[config.mk]
export PLATFORM = sky130hd
export DESIGN_NAME = shell_line_lexer
export DESIGN_NICKNAME = d
export VERILOG_FILES = /design/src/sv/slx_pkg.sv /design/src/sv/slx_core.sv /design/src/sv/slx_outq.sv /design/src/sv/shell_line_lexer.sv
export SDC_FILE = /design/constraint.sdc
export NUM_CORES = 1
export LEC_CHECK = 0
export ABC_AREA = 0
export BUFFER_PORTS_ARGS = -buffer_cell sky130_fd_sc_hd__clkbuf_2
export CORE_ASPECT_RATIO = 2
export CORE_UTILIZATION = 59
export CTS_CLUSTER_DIAMETER = 120
export DETAILED_ROUTE_END_ITERATION = 10
export HOLD_SLACK_MARGIN = 0.1
export PLACE_DENSITY = 0.84
export SLEW_MARGIN = 20
export SYNTH_ARGS = -nofsm -noshare
export SYNTH_HDL_FRONTEND = slang
export SYNTH_SLANG_ARGS = --single-unit
[constraint.sdc]
create_clock -name aclk -period 6 [get_ports aclk]
set_input_delay 0.9 -clock aclk [delete_from_list [all_inputs] [get_ports aclk]]
set_output_delay 0.9 -clock aclk [all_outputs]
set_load 0.01 [all_outputs]
[src/sv/slx_pkg.sv]
// Shared types, character codes and character-class functions for the shell line lexer.
package slx_pkg;

    localparam int RES_MAX = 3;

    typedef enum logic [2:0] {
        KIND_WORD  = 3'd0,
        KIND_PIPE  = 3'd1,
        KIND_RIN   = 3'd2,
        KIND_ROUT  = 3'd3,
        KIND_APP   = 3'd4,
        KIND_VAR   = 3'd5,
        KIND_VEXIT = 3'd6,
        KIND_VPID  = 3'd7
    } kind_t;

    typedef enum logic [4:0] {
        MODE_IDLE   = 5'b00001,
        MODE_WORD   = 5'b00010,
        MODE_VAR    = 5'b00100,
        MODE_GT     = 5'b01000,
        MODE_DOLLAR = 5'b10000
    } mode_t;

    typedef logic [1:0] rcnt_t;

    typedef struct packed {
        kind_t      kind;
        logic [7:0] value;
        logic       has;
        logic       tend;
        logic       sq;
        logic       dq;
        logic       last;
    } res_t;

    localparam logic [7:0] CH_PIPE   = 8'h7C;
    localparam logic [7:0] CH_LT     = 8'h3C;
    localparam logic [7:0] CH_GT     = 8'h3E;
    localparam logic [7:0] CH_DOLLAR = 8'h24;
    localparam logic [7:0] CH_QMARK  = 8'h3F;
    localparam logic [7:0] CH_SQUOTE = 8'h27;
    localparam logic [7:0] CH_DQUOTE = 8'h22;
    localparam logic [7:0] CH_SPACE  = 8'h20;
    localparam logic [7:0] CH_TAB    = 8'h09;
    localparam logic [7:0] CH_CR     = 8'h0D;

    function automatic logic is_ws(input logic [7:0] c);
        return (c == CH_SPACE) || (c >= CH_TAB && c <= CH_CR);
    endfunction

    function automatic logic is_delim(input logic [7:0] c);
        return (c == CH_PIPE) || (c == CH_LT) || (c == CH_GT);
    endfunction

    function automatic logic is_name(input logic [7:0] c);
        return (c >= 8'h61 && c <= 8'h7A) || (c >= 8'h41 && c <= 8'h5A) ||
               (c >= 8'h30 && c <= 8'h39) || (c == 8'h5F);
    endfunction

    function automatic res_t mk_res(input kind_t k, input logic [7:0] v, input logic has,
                                    input logic tend, input logic sq, input logic dq);
        res_t r;
        r.kind  = k;
        r.value = has ? v : 8'd0;
        r.has   = has;
        r.tend  = tend;
        r.sq    = sq;
        r.dq    = dq;
        r.last  = 1'b0;
        return r;
    endfunction

endpackage

[src/sv/slx_core.sv]
// Lexer state registers and the single-pass step logic producing up to three results.
module slx_core
    import slx_pkg::*;
(
    input  logic       aclk,
    input  logic       aresetn,
    input  logic       take,
    input  logic [7:0] char_in,
    input  logic       char_valid,
    input  logic       line_end,
    output res_t       res_o [RES_MAX],
    output rcnt_t      cnt_o
);

    mode_t mode_reg, mode_next;
    logic  isq_reg, isq_next;
    logic  idq_reg, idq_next;
    logic  ssq_reg, ssq_next;
    logic  sdq_reg, sdq_next;

    always_comb begin : step
        mode_t      m;
        logic       isq, idq, ssq, sdq, from_idle;
        rcnt_t      n;
        res_t       r [RES_MAX];
        logic [7:0] c;

        m         = mode_reg;
        isq       = isq_reg;
        idq       = idq_reg;
        ssq       = ssq_reg;
        sdq       = sdq_reg;
        from_idle = 1'b0;
        n         = '0;
        c         = char_in;
        for (int i = 0; i < RES_MAX; i++) r[i] = '0;

        if (char_valid) begin
            case (mode_reg)
                MODE_WORD: begin
                    if (c == CH_SQUOTE && !idq) begin
                        isq = !isq;
                        ssq = 1'b1;
                    end else if (c == CH_DQUOTE && !isq) begin
                        idq = !idq;
                        sdq = 1'b1;
                    end
                    if (!isq && !idq && (is_ws(c) || is_delim(c))) begin
                        r[n] = mk_res(KIND_WORD, 8'd0, 1'b0, 1'b1, ssq, sdq);
                        n = n + 2'd1;
                        isq = 1'b0;
                        idq = 1'b0;
                        ssq = 1'b0;
                        sdq = 1'b0;
                        from_idle = 1'b1;
                    end else begin
                        r[n] = mk_res(KIND_WORD, c, 1'b1, 1'b0, 1'b0, 1'b0);
                        n = n + 2'd1;
                    end
                end
                MODE_VAR: begin
                    if (is_name(c)) begin
                        r[n] = mk_res(KIND_VAR, c, 1'b1, 1'b0, 1'b0, 1'b0);
                        n = n + 2'd1;
                    end else begin
                        r[n] = mk_res(KIND_VAR, 8'd0, 1'b0, 1'b1, 1'b0, 1'b0);
                        n = n + 2'd1;
                        from_idle = 1'b1;
                    end
                end
                MODE_GT: begin
                    if (c == CH_GT) begin
                        r[n] = mk_res(KIND_APP, 8'd0, 1'b0, 1'b1, 1'b0, 1'b0);
                        n = n + 2'd1;
                        m = MODE_IDLE;
                    end else begin
                        r[n] = mk_res(KIND_ROUT, 8'd0, 1'b0, 1'b1, 1'b0, 1'b0);
                        n = n + 2'd1;
                        from_idle = 1'b1;
                    end
                end
                MODE_DOLLAR: begin
                    if (c == CH_QMARK || c == CH_DOLLAR) begin
                        r[0] = mk_res((c == CH_QMARK) ? KIND_VEXIT : KIND_VPID,
                                      c, 1'b1, 1'b0, 1'b0, 1'b0);
                        r[1] = mk_res((c == CH_QMARK) ? KIND_VEXIT : KIND_VPID,
                                      8'd0, 1'b0, 1'b1, 1'b0, 1'b0);
                        n = 2'd2;
                        m = MODE_IDLE;
                    end else if (is_name(c)) begin
                        r[n] = mk_res(KIND_VAR, c, 1'b1, 1'b0, 1'b0, 1'b0);
                        n = n + 2'd1;
                        m = MODE_VAR;
                    end else begin
                        from_idle = 1'b1;
                    end
                end
                default: from_idle = 1'b1;
            endcase

            // byte that closes a token, follows a bare dollar or arrives idle is lexed from idle
            if (from_idle) begin
                m = MODE_IDLE;
                if (is_ws(c)) begin
                    m = MODE_IDLE;
                end else if (c == CH_PIPE) begin
                    r[n] = mk_res(KIND_PIPE, 8'd0, 1'b0, 1'b1, 1'b0, 1'b0);
                    n = n + 2'd1;
                end else if (c == CH_LT) begin
                    r[n] = mk_res(KIND_RIN, 8'd0, 1'b0, 1'b1, 1'b0, 1'b0);
                    n = n + 2'd1;
                end else if (c == CH_GT) begin
                    m = MODE_GT;
                end else if (c == CH_DOLLAR) begin
                    m = MODE_DOLLAR;
                end else begin
                    // new word; its first byte can never end it
                    m   = MODE_WORD;
                    isq = (c == CH_SQUOTE);
                    idq = (c == CH_DQUOTE);
                    ssq = (c == CH_SQUOTE);
                    sdq = (c == CH_DQUOTE);
                    r[n] = mk_res(KIND_WORD, c, 1'b1, 1'b0, 1'b0, 1'b0);
                    n = n + 2'd1;
                end
            end
        end

        if (line_end) begin
            if (n != 2'd3) begin
                if (m == MODE_WORD) begin
                    r[n] = mk_res(KIND_WORD, 8'd0, 1'b0, 1'b1, ssq, sdq);
                    n = n + 2'd1;
                end else if (m == MODE_VAR) begin
                    r[n] = mk_res(KIND_VAR, 8'd0, 1'b0, 1'b1, 1'b0, 1'b0);
                    n = n + 2'd1;
                end else if (m == MODE_GT) begin
                    r[n] = mk_res(KIND_ROUT, 8'd0, 1'b0, 1'b1, 1'b0, 1'b0);
                    n = n + 2'd1;
                end
            end
            m   = MODE_IDLE;
            isq = 1'b0;
            idq = 1'b0;
            ssq = 1'b0;
            sdq = 1'b0;
        end

        if (n != 2'd0) r[n - 2'd1].last = 1'b1;

        mode_next = m;
        isq_next  = isq;
        idq_next  = idq;
        ssq_next  = ssq;
        sdq_next  = sdq;
        res_o     = r;
        cnt_o     = n;
    end

    always_ff @(posedge aclk) begin
        if (!aresetn) begin
            mode_reg <= MODE_IDLE;
            isq_reg  <= 1'b0;
            idq_reg  <= 1'b0;
            ssq_reg  <= 1'b0;
            sdq_reg  <= 1'b0;
        end else if (take) begin
            mode_reg <= mode_next;
            isq_reg  <= isq_next;
            idq_reg  <= idq_next;
            ssq_reg  <= ssq_next;
            sdq_reg  <= sdq_next;
        end
    end

endmodule

[src/sv/slx_outq.sv]
// Result register bank: holds the results of one request and hands them out one per cycle while out_ready is high.
module slx_outq
    import slx_pkg::*;
(
    input  logic  aclk,
    input  logic  aresetn,
    input  logic  load,
    input  res_t  res_i [RES_MAX],
    input  rcnt_t cnt_i,
    output logic  free,
    output logic  out_valid,
    input  logic  out_ready,
    output res_t  out_res
);

    res_t  slot_reg [RES_MAX];
    rcnt_t cnt_reg;
    logic  pop;

    assign out_valid = (cnt_reg != 2'd0);
    assign out_res   = slot_reg[0];
    assign pop       = out_valid && out_ready;
    // a new request fits once the bank is empty or its final result leaves now
    assign free      = (cnt_reg == 2'd0) || (cnt_reg == 2'd1 && pop);

    always_ff @(posedge aclk) begin
        if (!aresetn) begin
            cnt_reg <= '0;
        end else if (load) begin
            cnt_reg <= cnt_i;
        end else if (pop) begin
            cnt_reg <= cnt_reg - 2'd1;
        end
    end

    always_ff @(posedge aclk) begin
        if (load) begin
            slot_reg <= res_i;
        end else if (pop) begin
            slot_reg[0] <= slot_reg[1];
            slot_reg[1] <= slot_reg[2];
        end
    end

    a_load_when_free: assert property (@(posedge aclk) disable iff (!aresetn)
        load |-> (cnt_reg == 2'd0) || (cnt_reg == 2'd1 && pop))
        else $error("result bank overwritten while holding results");

    a_final_is_last: assert property (@(posedge aclk) disable iff (!aresetn)
        (cnt_reg == 2'd1) |-> slot_reg[0].last)
        else $error("final result of a request lacks its last flag");

    a_early_not_last: assert property (@(posedge aclk) disable iff (!aresetn)
        (cnt_reg == 2'd2 || cnt_reg == 2'd3) |-> !slot_reg[0].last)
        else $error("last flag on a result that is not the final one");

    a_end_no_byte: assert property (@(posedge aclk) disable iff (!aresetn)
        (out_valid && out_res.tend) |-> !out_res.has)
        else $error("token end marker carries a byte");

endmodule

[src/sv/shell_line_lexer.sv]
// Top level of the shell line lexer: stream ports, step logic and result bank.
//
//  channel | dir | ports                          | contents
//  s_      | in  | s_tvalid s_tready s_tdata s_tlast | at most one command-line byte per request
//  m_      | out | m_tvalid m_tready m_tdata m_tuser m_tlast | one token byte or end marker
//
// A request is lexed in the cycle it is accepted; its results (0 to 3) appear from the
// next cycle on, one per cycle from the result bank while m_tready is high.
// Requests with at most one result flow at one per cycle while m_tready is high; a request
// with more results holds s_tready low while the bank drains.
// A stall on m_ holds the bank; s_tready stays low while it holds results and its final
// result is not leaving.
// aresetn is synchronous; after it the lexer is idle between tokens and the bank is empty.
module shell_line_lexer
    import slx_pkg::*;
(
    input  logic        aclk,
    input  logic        aresetn,
    input  logic        s_tvalid,
    output logic        s_tready,
    input  logic [15:0] s_tdata,   // [7:0] char_in, [8] char_valid, [15:9] zero
    input  logic        s_tlast,   // line_end
    output logic        m_tvalid,
    input  logic        m_tready,
    output logic [15:0] m_tdata,   // [7:0] value_byte, [8] has_byte, [9] single_quoted,
                                   // [10] double_quoted, [11] last_of_item, [15:12] zero
    output logic [2:0]  m_tuser,   // [2:0] token_kind
    output logic        m_tlast    // token_end
);

    logic  take;
    logic  free;
    res_t  step_res [RES_MAX];
    rcnt_t step_cnt;
    res_t  out_res;

    assign s_tready = free;
    assign take     = s_tvalid && free;

    slx_core u_core (
        .aclk       (aclk),
        .aresetn    (aresetn),
        .take       (take),
        .char_in    (s_tdata[7:0]),
        .char_valid (s_tdata[8]),
        .line_end   (s_tlast),
        .res_o      (step_res),
        .cnt_o      (step_cnt)
    );

    slx_outq u_outq (
        .aclk      (aclk),
        .aresetn   (aresetn),
        .load      (take && (step_cnt != 2'd0)),
        .res_i     (step_res),
        .cnt_i     (step_cnt),
        .free      (free),
        .out_valid (m_tvalid),
        .out_ready (m_tready),
        .out_res   (out_res)
    );

    assign m_tdata = {4'd0, out_res.last, out_res.dq, out_res.sq, out_res.has, out_res.value};
    assign m_tuser = out_res.kind;
    assign m_tlast = out_res.tend;

endmodule

After elaboration in Yosys (flattened, before gate mapping)
Cells that the tools add are included.
{"block": "word_totals", "regBits": 59}
{"block": "op_classes", "magnitude_cmp": 14, "n_eq_ne": 18, "bitwise_logic": 15, "n_addsub": 4, "reduce_logical": 35, "n_mux": 121}
{"cell": "$mux W48", "n": 13}
{"cell": "$bwmux W48", "n": 3}
{"cell": "$mux W16", "n": 9}
{"cell": "$demux W16 S2", "n": 3}
{"cell": "$and A42 B42 Y42", "n": 2}
{"cell": "$not A42 Y42", "n": 2}
{"cell": "$and A39 B39 Y39", "n": 2}
{"cell": "$not A39 Y39", "n": 2}
{"cell": "$mux W32", "n": 2}
{"cell": "$pmux W16 S4", "n": 1}
{"cell": "$mux W1", "n": 58}
{"cell": "$eq A8 B6 Y1 const B", "n": 7}
{"cell": "$mux W5", "n": 11}
{"cell": "$mux W2", "n": 16}
{"cell": "$mux W13", "n": 2}
{"cell": "$or A9 B9 Y9", "n": 2}
{"cell": "$eq A8 B7 Y1 const B", "n": 2}
{"cell": "$ge A8 B7 Y1 const B", "n": 2}
{"cell": "$le A8 B7 Y1 const B", "n": 2}
{"cell": "$logic_and A1 B1 Y1", "n": 15}
{"cell": "$or A6 B6 Y6", "n": 2}
{"cell": "$eq A5 B2 Y1 const B", "n": 2}
{"cell": "$eq A5 B3 Y1 const B", "n": 2}
{"cell": "$eq A5 B4 Y1 const B", "n": 2}
{"cell": "other kinds (21)", "n": 43}

Longest topological paths before layout
Gate-level depths: netlist of the first run.
{"block": "depth", "depth_word": 32, "depth_mapped": 18}

Modules after synthesis
From an unflattened synthesis of the first run, not the netlist that was laid out.
{"block": "unflattened", "cells_unflattened": 413, "hier_area_um2": 4339.2}
{"mod": "slx_outq", "instances": 1, "seq_area_each_um2": 1481.4, "cells_each": 119, "area_each_um2": 2244.7}
{"mod": "slx_core", "instances": 1, "seq_area_each_um2": 180.2, "cells_each": 287, "area_each_um2": 2044.5}
{"mod": "shell_line_lexer", "instances": 1, "seq_area_each_um2": 0.0, "cells_each": 7, "area_each_um2": 50.0}

Worst setup path before layout of the first run
OpenSTA, ideal clock, no wires.
{"block": "synth_timing", "kind": "input -> register", "startpoint": "in s_tdata[1]", "endpoint": "reg u_outq.slot_reg (netlist bit u_outq.out_res[0]), enable pin", "path_buffers": 1, "t_required_ns": 5.611, "path_stages": 15, "path_slack_ns": 0.862, "arrival_ns": 4.749, "setup_ns": 0.389, "path_cell_list": "clkbuf_1 -> nor4b_1 -> o21ai_0 -> a31oi_4 -> o21ai_4 -> a41oi_4 -> xnor2_1 -> nand2_1 -> inv_1 -> ha_1 -> nor2b_1 -> nor3b_1 -> o211ai_4 -> a2bb2oi_4 -> a21o_1"}
{"block": "synth_between", "elab_chain_len": 26}
{"item": "start: declaration", "line": "shell_line_lexer.sv:21", "source": "input logic [15:0] s_tdata,"}
{"item": "$ge A8 B7 Y1 / $le A8 B7 Y1 (equally long branches)", "line": "slx_pkg.sv:57", "source": "return (c >= 8'h61 && c <= 8'h7A) || (c >= 8'h41 && c <= 8'h5A) ||"}
{"item": "$logic_and A1 B1 Y1", "line": "slx_pkg.sv:57"}
{"item": "$logic_or A1 B1 Y1 (2 in series)", "line": "slx_pkg.sv:57"}
{"item": "$logic_or A1 B1 Y1", "line": "slx_pkg.sv:58", "source": "(c >= 8'h30 && c <= 8'h39) || (c == 8'h5F);"}
{"item": "$mux W1", "line": "slx_core.sv:90", "source": "end else if (is_name(c)) begin"}
{"item": "$mux W2", "line": "slx_core.sv:83", "source": "if (c == CH_QMARK || c == CH_DOLLAR) begin"}
{"item": "$pmux W2 S2", "line": "slx_core.sv:39", "source": "case (mode_reg)"}
{"item": "$mux W2", "line": "slx_core.sv:38", "source": "if (char_valid) begin"}
{"item": "[... 9 more ...]"}
{"item": "$mux W2", "line": "slx_core.sv:137", "source": "end else if (m == MODE_GT) begin"}
{"item": "$mux W2", "line": "slx_core.sv:134", "source": "end else if (m == MODE_VAR) begin"}
{"item": "$mux W2", "line": "slx_core.sv:131", "source": "if (m == MODE_WORD) begin"}
{"item": "$mux W2", "line": "slx_core.sv:130", "source": "if (n != 2'd3) begin"}
{"item": "$mux W2 *", "line": "slx_core.sv:129", "source": "if (line_end) begin"}
{"item": "$reduce_bool A2 Y1 *", "line": "shell_line_lexer.sv:54", "source": ".load (take && (step_cnt != 2'd0)),"}
{"item": "$logic_and A1 B1 Y1 *", "line": "shell_line_lexer.sv:54"}
{"item": "$reduce_bool A2 Y1 (no line) *"}
{"item": "end signal: assignment", "line": "slx_outq.sv:38", "source": "slot_reg <= res_i;"}
{"item": "end: declaration", "line": "slx_outq.sv:16", "source": "res_t slot_reg [RES_MAX];"}
Mark *: on every way between the ends. The rest lies on a longest branch, timed or not. The select of a mux whose other input is x is not followed.
A chain may end at the register's enable or synchronous reset.

Worst setup path in the final report of the first run
{"block": "layout_timing", "startpoint": "in s_tdata[1]", "endpoint": "reg u_outq.slot_reg[28] in the netlist's numbering, data pin"}
{"block": "layout_between", "elab_chain_len": 32}
{"item": "$ge A8 B7 Y1 / $le A8 B7 Y1 (equally long branches)", "line": "slx_pkg.sv:57"}
{"item": "$logic_and A1 B1 Y1", "line": "slx_pkg.sv:57"}
{"item": "$logic_or A1 B1 Y1 (2 in series)", "line": "slx_pkg.sv:57"}
{"item": "$logic_or A1 B1 Y1", "line": "slx_pkg.sv:58"}
{"item": "$mux W1", "line": "slx_core.sv:90"}
{"item": "$mux W2", "line": "slx_core.sv:83"}
{"item": "$pmux W2 S2", "line": "slx_core.sv:39"}
{"item": "$mux W2", "line": "slx_core.sv:38"}
{"item": "[... 15 more ...]"}
{"item": "$mux W48", "line": "slx_core.sv:137"}
{"item": "$mux W48", "line": "slx_core.sv:134"}
{"item": "$mux W48", "line": "slx_core.sv:131"}
{"item": "$mux W48", "line": "slx_core.sv:130"}
{"item": "$mux W48", "line": "slx_core.sv:129"}
{"item": "$bwmux W48", "line": "slx_core.sv:149", "source": "if (n != 2'd0) r[n - 2'd1].last = 1'b1;"}
{"item": "$mux W48", "line": "slx_core.sv:149"}
{"item": "$mux W32 *", "line": "slx_outq.sv:37", "source": "if (load) begin"}
Marked as above.

==> results of run 1 <==
[synth_stat cells, types with 4 or more instances]
cell,n
a22oi_1,4
and2_1,11
nor2_1,28
o41ai_1,4
nor4_1,7
o31ai_1,12
o21ai_0,31
or2_2,4
nand3_1,9
and3_1,8
mux2_2,7
ha_1,10
edfxtp_1,48
o21a_1,5
nand2_1,39
nor3_1,11
nor2b_1,6
buf_2,6
nand2b_1,7
buf_4,19
a21o_1,4
dfxtp_1,11
xnor2_1,4
clkbuf_1,15
inv_1,17
a22o_1,8
a21oi_1,19
o211ai_1,6
[power breakdown]
group / internal [uW] / switching [uW] / total, uW / leakage, uW
Sequential: 549 / 22.7 / 571 / 0.000549
Clock: 359 / 179 / 539 / 0.000148
Combinational: 112 / 196 / 308 / 0.000953
Total: 1020 / 398 / 1420 / 0.00165
[worst max-delay path by stage]
stage,cells after the start,slack [ps],startpoint,end
6_report,17,520,s_tdata[1],u_outq.slot_reg[28]
5_1_grt,17,160,s_tdata[1],u_outq.slot_reg[28]
4_1_cts,16,610,s_tdata[1],u_outq.out_res[9]
3_5_place_dp,17,320,s_tdata[1],u_outq.slot_reg[28]
3_3_place_gp,17,460,s_tdata[7],u_outq.slot_reg[28]
2_1_floorplan,15,860,s_tdata[1],u_outq.out_res[0]
[layout by cell type (no fill, tap or decap), drive strengths merged, types with 5 or more instances in the layout]
cell      n
mux2      7
nor2b     6
a22o      8
nand3    10
o2bb2ai   5
nand2    41
a21boi    5
o21a      5
nor3     12
o31ai    12
clkbuf   41
inv      18
o211ai    7
and2     12
ha       10
buf       7
nor4      8
o41ai     5
a21oi    19
and3      8
nor2     28
nand2b    7
edfxtp   48
o21ai    34
dfxtp    11
clkinv    5
[critical path: stages]
cell	delay [ps]
clkbuf_2	190
nor4b_1	630
o21ai_0	370
a31oi_4	290
o21ai_4	140
a41oi_4	300
xnor2_1	200
nand2_1	220
inv_1	120
ha_1	210
nor2b_1	430
nor3b_1	390
o211ai_4	190
a2bb2oi_4	260
nand2_2	90
buf_4	240
o41ai_1	410
[cell families after synthesis]
family                     after synthesis
and+or+nand+nor                        155
adders and majority gates               10
DFF                                     59
xor gates and xnor gates                 5
other                                    1
AOI/OAI and AO/OA                      138
muxes                                   10
buffers and inverters                   62
[layout make-up]
class / instances / area [um^2] / area share (%)
clock buffer: 10 / 229 / 4.97
clock inverter: 6 / 80.1 / 1.74
multi-input combinational: 322 / 2240 / 48.6
tap: 90 / 113 / 2.44
timing repair buffer: 38 / 208 / 4.51
inverter: 20 / 75.1 / 1.63
sequential: 59 / 1660 / 36.1
[metrics by stage]
step / cells / util (%) / power [uW] / cell area [um^2] / worst slack (ps)
after floorplan: 443 / - / 826 / 4220 / 862
after global placement: 529 / 61.9 / 871 / 4300 / 463
after detailed placement: 529 / 61.9 / 883 / 4300 / 321
after CTS: 545 / 66.4 / 1420 / 4610 / 609
after global routing: 545 / 66.4 / 1480 / 4610 / 156
final: 545 / 66.4 / 1420 / 4610 / 516
[layer usage]
metal / GRT usage (%) / up-vias / wire, um
met5: 0 / - / 0
met4: 23.9 / 0 / 826
met3: 6.18 / 60 / 545
met2: 51.7 / 173 / 5560
met1: 30.3 / 1653 / 3540
li1: - / 1656 / -
==> reports/qor.yml, run 1 <==
die_y_um: 121
grt_pass1_vias: 3406
clock-sinks: 59
holdPathEnd: "u_core.sdq_reg"
slew_violations: 0
ir_drop_mv: 0.154
drt-initial-drc-count: 297
clkLatencyLatePin_ps: 330
r2r_cells: 16
synth_edf_count: 48
path_class: "input pin to flip-flop"
rows: 43
timing.rr.end: "u_outq.slot_reg[28]"
antenna_found_initial: 0
cts-resized-gates: 0
path_max_fanout: 24
yosys_warnings: 0
num_vias: 3542
route.detailed.drc: 0
cts_hold_buffers: 0
min_period_over_period_pct: 91.4
cp.arrival_ps: 5600
tns_ps: 0
synth.area.mux_share_pct: 2.59
hp-start: "u_core.sdq_reg"
rrSetupSlack_ps: 850
whs_path_depth: 2
yosys.area.top_type_share_pct: 34.2
grt_pass1_wl_um: 16400
grt_start_max_net_pins: 35
synth_top_family_by_area: "compound AO/OA/AOI/OAI gates"
hold_viol_final: 0
period_needed_ps: 5480
dp_hpwl_um: 7810
synth_fa_ha_area_share_pct: 2.97
power_density_nw_per_um2: 308
clock_path_buffers: 2
layout-drive-gt1-share_pct: 18.9
numCtsBuffers: 9
postCtsSetupBuffers: 0
setup.worst_path.end_class: "flip-flop"
fp.coreArea_um2: 6940
die-area_um2: 7500
critPathRequiredTime_ps: 6120
synth-compound-area-share_pct: 26.0
firstDrtPassIters: 5
syn-cell-area_um2: 4210
synthSimpleGateAreaFrac_pct: 20.2
gp_congestion: 0.982
p_leak_uw: 0.00165
worstMarginPinSlew_ps: 879
wl_per_cell_um: 19.2
async_flop_share_pct: 0
fin_hold_ws_ps: 474
diodes: 0
max_freq_mhz: 182
track_usage_pct: 30.5
port_buffers: 31
start_util_pct: 60.6
status: "complete, no violations"
vias_per_cell: 6.50
finClkSkew_ps: 6.04
htree_num_levels: 3
final_nets: 481
avgSynthCellArea_um2: 9.57
overflow: 0
cp-start-kind: "input pin"
drt-total-wl_um: 10500
synth_ff_type: "edfxtp_1"
rsz0062_at_grt: "no"
post_synth_inst_count: 440
slew_headroom_pct: 40.8
synth_xor_area_share_pct: 1.04
ios: 43
clockRootBuffer: "clkbuf_16"
largest_reg_flops: 32
drv_cap: 0
ys_seq_area_share_pct: 39.5
syn_to_final_growth_pct: 9.42
r2r_start: "u_core.mode_reg[1]"
ant_nets: 0
ys_ff_latch: 59
dieWidth_um: 61.7
fillers: 563
path_clk_slew_ps: 50
worstHoldPathType: "flip-flop to flip-flop"
final-setup-viol-count: 0
cts_tree: "done"
synthTopCellsByArea: "edfxtp_1, dfxtp_1, o21ai_0"
synth_top_cell_by_area: "edfxtp_1"
synth_cell_types: 79
Power figures use the tool's default switching activity.
==> run 2, diff against run 1 <==
--- a/config.mk
+++ b/config.mk
@@ -11,9 +11,10 @@
 export CORE_UTILIZATION = 59
 export CTS_CLUSTER_DIAMETER = 120
 export DETAILED_ROUTE_END_ITERATION = 10
+export GPL_TIMING_DRIVEN = 0
 export HOLD_SLACK_MARGIN = 0.1
 export PLACE_DENSITY = 0.84
-export SLEW_MARGIN = 20
+export SLEW_MARGIN = 30
 export SYNTH_ARGS = -nofsm -noshare
 export SYNTH_HDL_FRONTEND = slang
 export SYNTH_SLANG_ARGS = --single-unit
==> run 2 against run 1 <==
Sequential power about the same. Worst setup slack worse by 160 ps. Non-clock buffer count up 33. Utilization up 2.7 points. First-iteration DRC count down 5.7%. Clock power down 3.9%. Total power up 2.0%. Sequential share of layout area down 1.4 points. Combinational power up 15%. Die area unchanged.
==> reports/qor.yml, run 2 (synthesis gave the netlist of run 1 again) <==
cp.arrival_ps: 5720  # +120 ps
cts_tree: "done"
numCtsBuffers: 9  # unchanged
layout-drive-gt1-share_pct: 22.1  # +3.2 points
grt_start_max_net_pins: 35  # unchanged
setup_ws_ps: 358  # -159 ps
antenna_found_initial: 0  # unchanged
cp-startpoint: "s_tdata[6]"
clock-sinks: 59  # unchanged
slew_headroom_pct: 38.1  # -2.7 points
place_ws_ps: -140  # -461 ps
whs_path_depth: 2  # unchanged
vias_per_cell: 6.24  # -4.0%
p_leak_uw: 0.00175  # +6.1%
fillers: 575  # +2.1%
start_util_pct: 60.6  # unchanged
min_period_over_period_pct: 94.0  # +2.6 points
final_cell_mix: "edfxtp_1, nand2_1, o21ai_0, clkbuf_2, nor2_1"
worstMarginPinSlew_ps: 920  # +40.6 ps
route.detailed.drc: 0  # unchanged
path_clk_slew_ps: 50  # about the same
grt_pass1_vias: 3598  # +5.6%
setup.worst_path.end_class: "flip-flop"
power_density_nw_per_um2: 302  # -2.0%
worstHoldPathType: "flip-flop to flip-flop"
syn_to_final_growth_pct: 13.8
final_common_cell: "edfxtp_1"
diodes: 0  # unchanged
ir_drop_mv: 0.140  # -9.6%
num_vias: 3606  # +1.8%
die_y_um: 121  # unchanged
path_cells: "clkbuf_2 -> clkbuf_1 -> o21ai_0 -> o32a_1 -> o21ai_1 -> a41oi_4 -> xnor2_1 -> nand2_1 -> inv_1 -> ha_1 -> nor2b_1 -> nor3b_1 -> o211ai_4 -> a2bb2oi_4 -> nand2_2 -> clkinv_2 -> mux2_2"
ant_nets: 0  # unchanged
r2r_start: "u_core.mode_reg[1]"
clkLatencyLatePin_ps: 330  # about the same
rows: 43  # unchanged
final_nets: 514  # +6.9%
gp_congestion: 0.987  # +0.52%
largest_reg_flops: 32  # unchanged
cp_slowest_cell: "o21ai_1"
die-area_um2: 7500  # unchanged
firstDrtPassIters: 5  # unchanged
finClkSkew_ps: 4.92  # -1.12 ps
cts_hold_buffers: 0  # unchanged
critPathRequiredTime_ps: 6080  # -40 ps
cp-start-kind: "input pin"
overflow: 0  # unchanged
fin_util_pct: 69.0  # +2.7 points
max_freq_mhz: 177  # -2.8%
track_usage_pct: 33.6  # +3.1 points
path_buf_inv: 4  # +1
dp_hpwl_um: 8690  # +11%
clock_path_buffers: 2  # unchanged
status: "complete, no violations"
dieWidth_um: 61.7  # unchanged
wl_per_cell_um: 19.4  # +0.90%
hp-start: "u_core.sdq_reg"
ios: 43  # unchanged
postCtsSetupBuffers: 0  # unchanged
clockRootBuffer: "clkbuf_16"
rsz0062_at_grt: "no"
cpPeakStageDelay_ps: 440  # -190 ps
cts-resized-gates: 0  # unchanged
port_buffers: 29  # -6.5%
final-setup-viol-count: 0  # unchanged
drv_cap: 0  # unchanged
cp.depth: 17  # unchanged
crit_family: "compound AO/OA/AOI/OAI gates"
period_needed_ps: 5640  # +159 ps
path_max_fanout: 22  # -8.3%
hold_viol_final: 0  # unchanged
path_class: "input pin to flip-flop"
drt-initial-drc-count: 280  # -5.7%
slew_violations: 0  # unchanged
htree_num_levels: 3  # unchanged
fp.coreArea_um2: 6940  # unchanged
grt_pass1_wl_um: 17900  # +9.1%
r2r_cells: 17  # +1
drt-total-wl_um: 11200  # +7.0%
run 2: cell count changes in the layout (fill, tap and decap cells not counted), moves of 2 or more:
| cell | change |
|---|---|
| buf_2 | +6 |
| clkbuf_2 | -2 |
| clkbuf_1 | +14 |
| clkinv_1 | -2 |
| buf_4 | +12 |
| clkinv_4 | +2 |
| clkinv_2 | +2 |
run 2: final timing paths:
kind	slack, ps	endpoint
max reg2reg	850	u_outq.out_res[2]
max	360	u_outq.out_res[2]
min reg2reg	480	u_core.sdq_reg
min	480	u_core.sdq_reg
run 2: per-stage QoR:
stage / hold WS [ps] / instances / instance area (um^2) / setup TNS (ps) / total power (uW)
floorplan: 443 / 443 / 4220 / 0 / 826
global placement: 455 / 562 / 4480 / -4360 / 919
detailed placement: 463 / 562 / 4480 / -740 / 932
CTS: 471 / 578 / 4780 / 0 / 1450
global route: 488 / 578 / 4790 / 0 / 1520
finish: 484 / 578 / 4790 / 0 / 1450
run 2: final cells by class:
class                      instances  area [um^2]  share of cell area [%]
multi-input combinational        322         2250                    46.9
sequential                        59         1660                    34.7
buffer                            42          244                    5.09
clock buffer                      10          239                    4.99
timing repair buffer              29          145                    3.03
tap                               90          113                    2.35
inverter                          20         76.3                    1.59
clock inverter                     6         65.1                    1.36
run 2: report_power, final:
group	leakage, uW	switching [uW]	internal [uW]
logic	0.00105	211	144
registers	0.000549	22.8	549
clock network	0.000148	186	332
run 2: layer usage:
metal | wire length [um] | track usage [%] | vias to the layer above | part of all wire [%]
met5 | 0 | 0 | - | 0
met4 | 785 | 23.2 | 0 | 7.0
met3 | 410 | 6.50 | 52 | 3.7
met2 | 5840 | 57.1 | 138 | 52
met1 | 4170 | 35.0 | 1693 | 37
li1 | - | - | 1723 | -
run 2: worst reg2reg max path: cells and delay by family, from the launching register on:
kind                     cells  cell delay (ps)
adder cells (fa/ha/maj)      1              200
buffers and inverters        3              630
multiplexers                 1              400
AND/OR/NAND/NOR              7             2130
AO/OA/AOI/OAI                4             1060
XOR/XNOR                     1              190
flip-flops                   1              290
==> run 3, diff against run 2 <==
--- a/config.mk
+++ b/config.mk
@@ -7,13 +7,14 @@
 export LEC_CHECK = 0
 export ABC_AREA = 0
 export BUFFER_PORTS_ARGS = -buffer_cell sky130_fd_sc_hd__clkbuf_2
+export CAP_MARGIN = 40
 export CORE_ASPECT_RATIO = 2
-export CORE_UTILIZATION = 59
+export CORE_UTILIZATION = 54
 export CTS_CLUSTER_DIAMETER = 120
 export DETAILED_ROUTE_END_ITERATION = 10
 export GPL_TIMING_DRIVEN = 0
 export HOLD_SLACK_MARGIN = 0.1
-export PLACE_DENSITY = 0.84
+export PLACE_DENSITY = 0.75
 export SLEW_MARGIN = 30
 export SYNTH_ARGS = -nofsm -noshare
 export SYNTH_HDL_FRONTEND = slang
==> constraint.sdc (replaced) <==
create_clock -name aclk -period 4.6 [get_ports aclk]
set_input_delay 0.69 -clock aclk [delete_from_list [all_inputs] [get_ports aclk]]
set_output_delay 0.69 -clock aclk [all_outputs]
set_load 0.01 [all_outputs]
==> run 3 against run 2 <==
Clock skew is essentially flat. Hold slack gained 0.85 ps. Utilization shrank 3.3 points.
==> reports/qor.yml, run 3 (synthesis gave the netlist of run 1 again) <==
clkLatencyLatePin_ps: 330  # about the same
slew_headroom_pct: 47.1  # +9.0 points
tns_ps: 0  # unchanged
antenna_found_initial: 0  # unchanged
cp_slowest_cell: "or3b_4"
cp.arrival_ps: 4540  # -1180 ps
ir_drop_mv: 0.243  # +74%
ios: 43  # unchanged
htree_num_levels: 3  # unchanged
worstHoldPathType: "flip-flop to flip-flop"
max_freq_mhz: 224
drt-initial-drc-count: 289  # +3.2%
cp-start-kind: "input pin"
path_cells: "clkbuf_2 -> or3b_4 -> or3_1 -> nand3_1 -> o2bb2ai_4 -> a41oi_4 -> buf_4 -> a31o_2 -> ha_1 -> nor2b_4 -> nor3b_4 -> o211ai_4 -> a2bb2oi_4 -> nand2_4 -> clkinv_8 -> mux2_2"
r2r_cells: 16  # -1
finClkSkew_ps: 4.94  # +0.0214 ps
diodes: 0  # unchanged
grt_pass1_vias: 3714  # +3.2%
hold_viol_final: 0  # unchanged
wl_per_cell_um: 20.9  # +8.0%
rrSetupSlack_ps: 170  # -680 ps
port_buffers: 29  # unchanged
final_common_cell: "edfxtp_1"
period_needed_ps: 4460
final_area_um2: 4960  # +3.5%
track_usage_pct: 31.8  # -1.8 points
cpPeakStageDelay_ps: 440  # about the same
cts_hold_buffers: 0  # unchanged
min_period_over_period_pct: 97.1
fp.coreArea_um2: 7540  # +8.7%
firstDrtPassIters: 5  # unchanged
crit_family: "simple AND/OR/NAND/NOR gates"
final-setup-viol-count: 0  # unchanged
overflow: 0  # unchanged
final_cell_mix: "edfxtp_1, nand2_1, clkbuf_2, o21ai_0, nor2_1"
p_leak_uw: 0.00185  # +5.6%
timing.rr.end: "u_outq.out_res[2]"
vias_per_cell: 6.31  # +1.2%
path_max_fanout: 11  # -50%
die-area_um2: 8170  # +9.0%
path_clk_slew_ps: 50  # about the same
syn_to_final_growth_pct: 17.8
route.detailed.drc: 0  # unchanged
clock_path_buffers: 2  # unchanged
cts_tree: "done"
endpoint: "u_outq.out_res[2]"
status: "complete, no violations"
clock-sinks: 59  # unchanged
path_class: "input pin to flip-flop"
power_density_nw_per_um2: 384  # +27%
drv_cap: 0  # unchanged
setup.worst_path.end_class: "flip-flop"
critPathRequiredTime_ps: 4680  # -1400 ps
dp_hpwl_um: 8930  # +2.8%
grt_pass1_wl_um: 19300  # +7.6%
grt_start_max_net_pins: 35  # unchanged
dieWidth_um: 64.4  # +4.4%
gp_congestion: 0.945  # -4.2%
placed_area_um2: 4510  # +0.61%
numCtsBuffers: 9  # unchanged
start_util_pct: 55.8  # -4.9 points
fillers: 643  # +12%
die_y_um: 127  # +4.5%
largest_reg_flops: 32  # unchanged
worstMarginPinSlew_ps: 791  # -129 ps
ant_nets: 0  # unchanged
drt-total-wl_um: 12300  # +10%
slew_violations: 0  # unchanged
clockRootBuffer: "clkbuf_16"
r2r_start: "u_core.mode_reg[1]"
path_buf_inv: 3  # -1
cp-startpoint: "s_tdata[5]"
num_vias: 3718  # +3.1%
final_nets: 522  # +1.6%
rows: 45  # +4.7%
layout-drive-gt1-share_pct: 26.7  # +4.5 points
cp.depth: 16  # -1
==> run 3: where the power goes <==
group | leakage, uW | switching [uW] | internal, uW
clock | 0.000139 | 230 | 413
combinational | 0.00116 | 306 | 207
sequential | 0.000549 | 30.4 | 716
==> run 3: metal layers <==
layer / up-vias / GRT usage, % / share of wire, %
met1: 1764 / 31.3 / 33
met5: - / 0 / 0
met2: 159 / 56.6 / 54
met3: 58 / 7.10 / 6.0
li1: 1737 / - / -
met4: 0 / 23.1 / 6.6
==> run 3: how the worst min path moves through the flow <==
stage | startpoint | end | slack, ps | cells past startpoint
2_1_floorplan | u_core.sdq_reg | u_core.sdq_reg | 440 | 2
3_3_place_gp | u_core.sdq_reg | u_core.sdq_reg | 460 | 2
3_5_place_dp | u_core.sdq_reg | u_core.sdq_reg | 470 | 2
4_1_cts | u_core.sdq_reg | u_core.sdq_reg | 480 | 2
5_1_grt | aresetn | u_core.mode_reg[0] | 530 | 2
6_report | u_core.sdq_reg | u_core.sdq_reg | 490 | 2
==> run 3: worst register-to-register path: stages, from the launching register on <==
cell and delay [ps]:
dfxtp_1 290, buf_2 170, or4b_1 590, o211ai_1 130, nor2b_1 370, o2bb2ai_4 200
a41oi_4 180, buf_4 210, a31o_2 300, ha_1 220, nor2b_4 210, nor3b_4 250
o211ai_4 160, a2bb2oi_4 210, nand2_4 160, clkinv_8 150, mux2_2 360
==> run 3: repair_timing <==
action,CTS,global route
setup buffers,2,3
gates resized for setup,12,28
pin swaps,2,3
gates cloned,1,1
endpoints found under the setup margin,82,77
==> run 3: per-stage QoR <==
stage | cells | power (uW) | hold slack (ps) | setup WS [ps] | utilization [%]
floorplan | 443 | 1080 | 443 | 54.2 | -
global route | 589 | 1970 | 527 | -12.6 | 65.7
detailed placement | 567 | 1220 | 470 | -945 | 59.7
CTS | 585 | 1870 | 478 | 16.2 | 64.2
global placement | 566 | 1210 | 456 | -814 | 59.7
finish | 589 | 1900 | 485 | 135 | 65.7
==> run 3: cell type report <==
class	count	area (um^2)	share of cell area (%)
tap	94	118	2.37
clock inverter	4	45.0	0.908
inverter	20	87.6	1.77
timing repair inverter	1	6.26	0.126
buffer	42	268	5.40
clock buffer	11	233	4.69
timing repair buffer	35	188	3.79
sequential	59	1660	33.5
multi-input combinational	323	2350	47.4
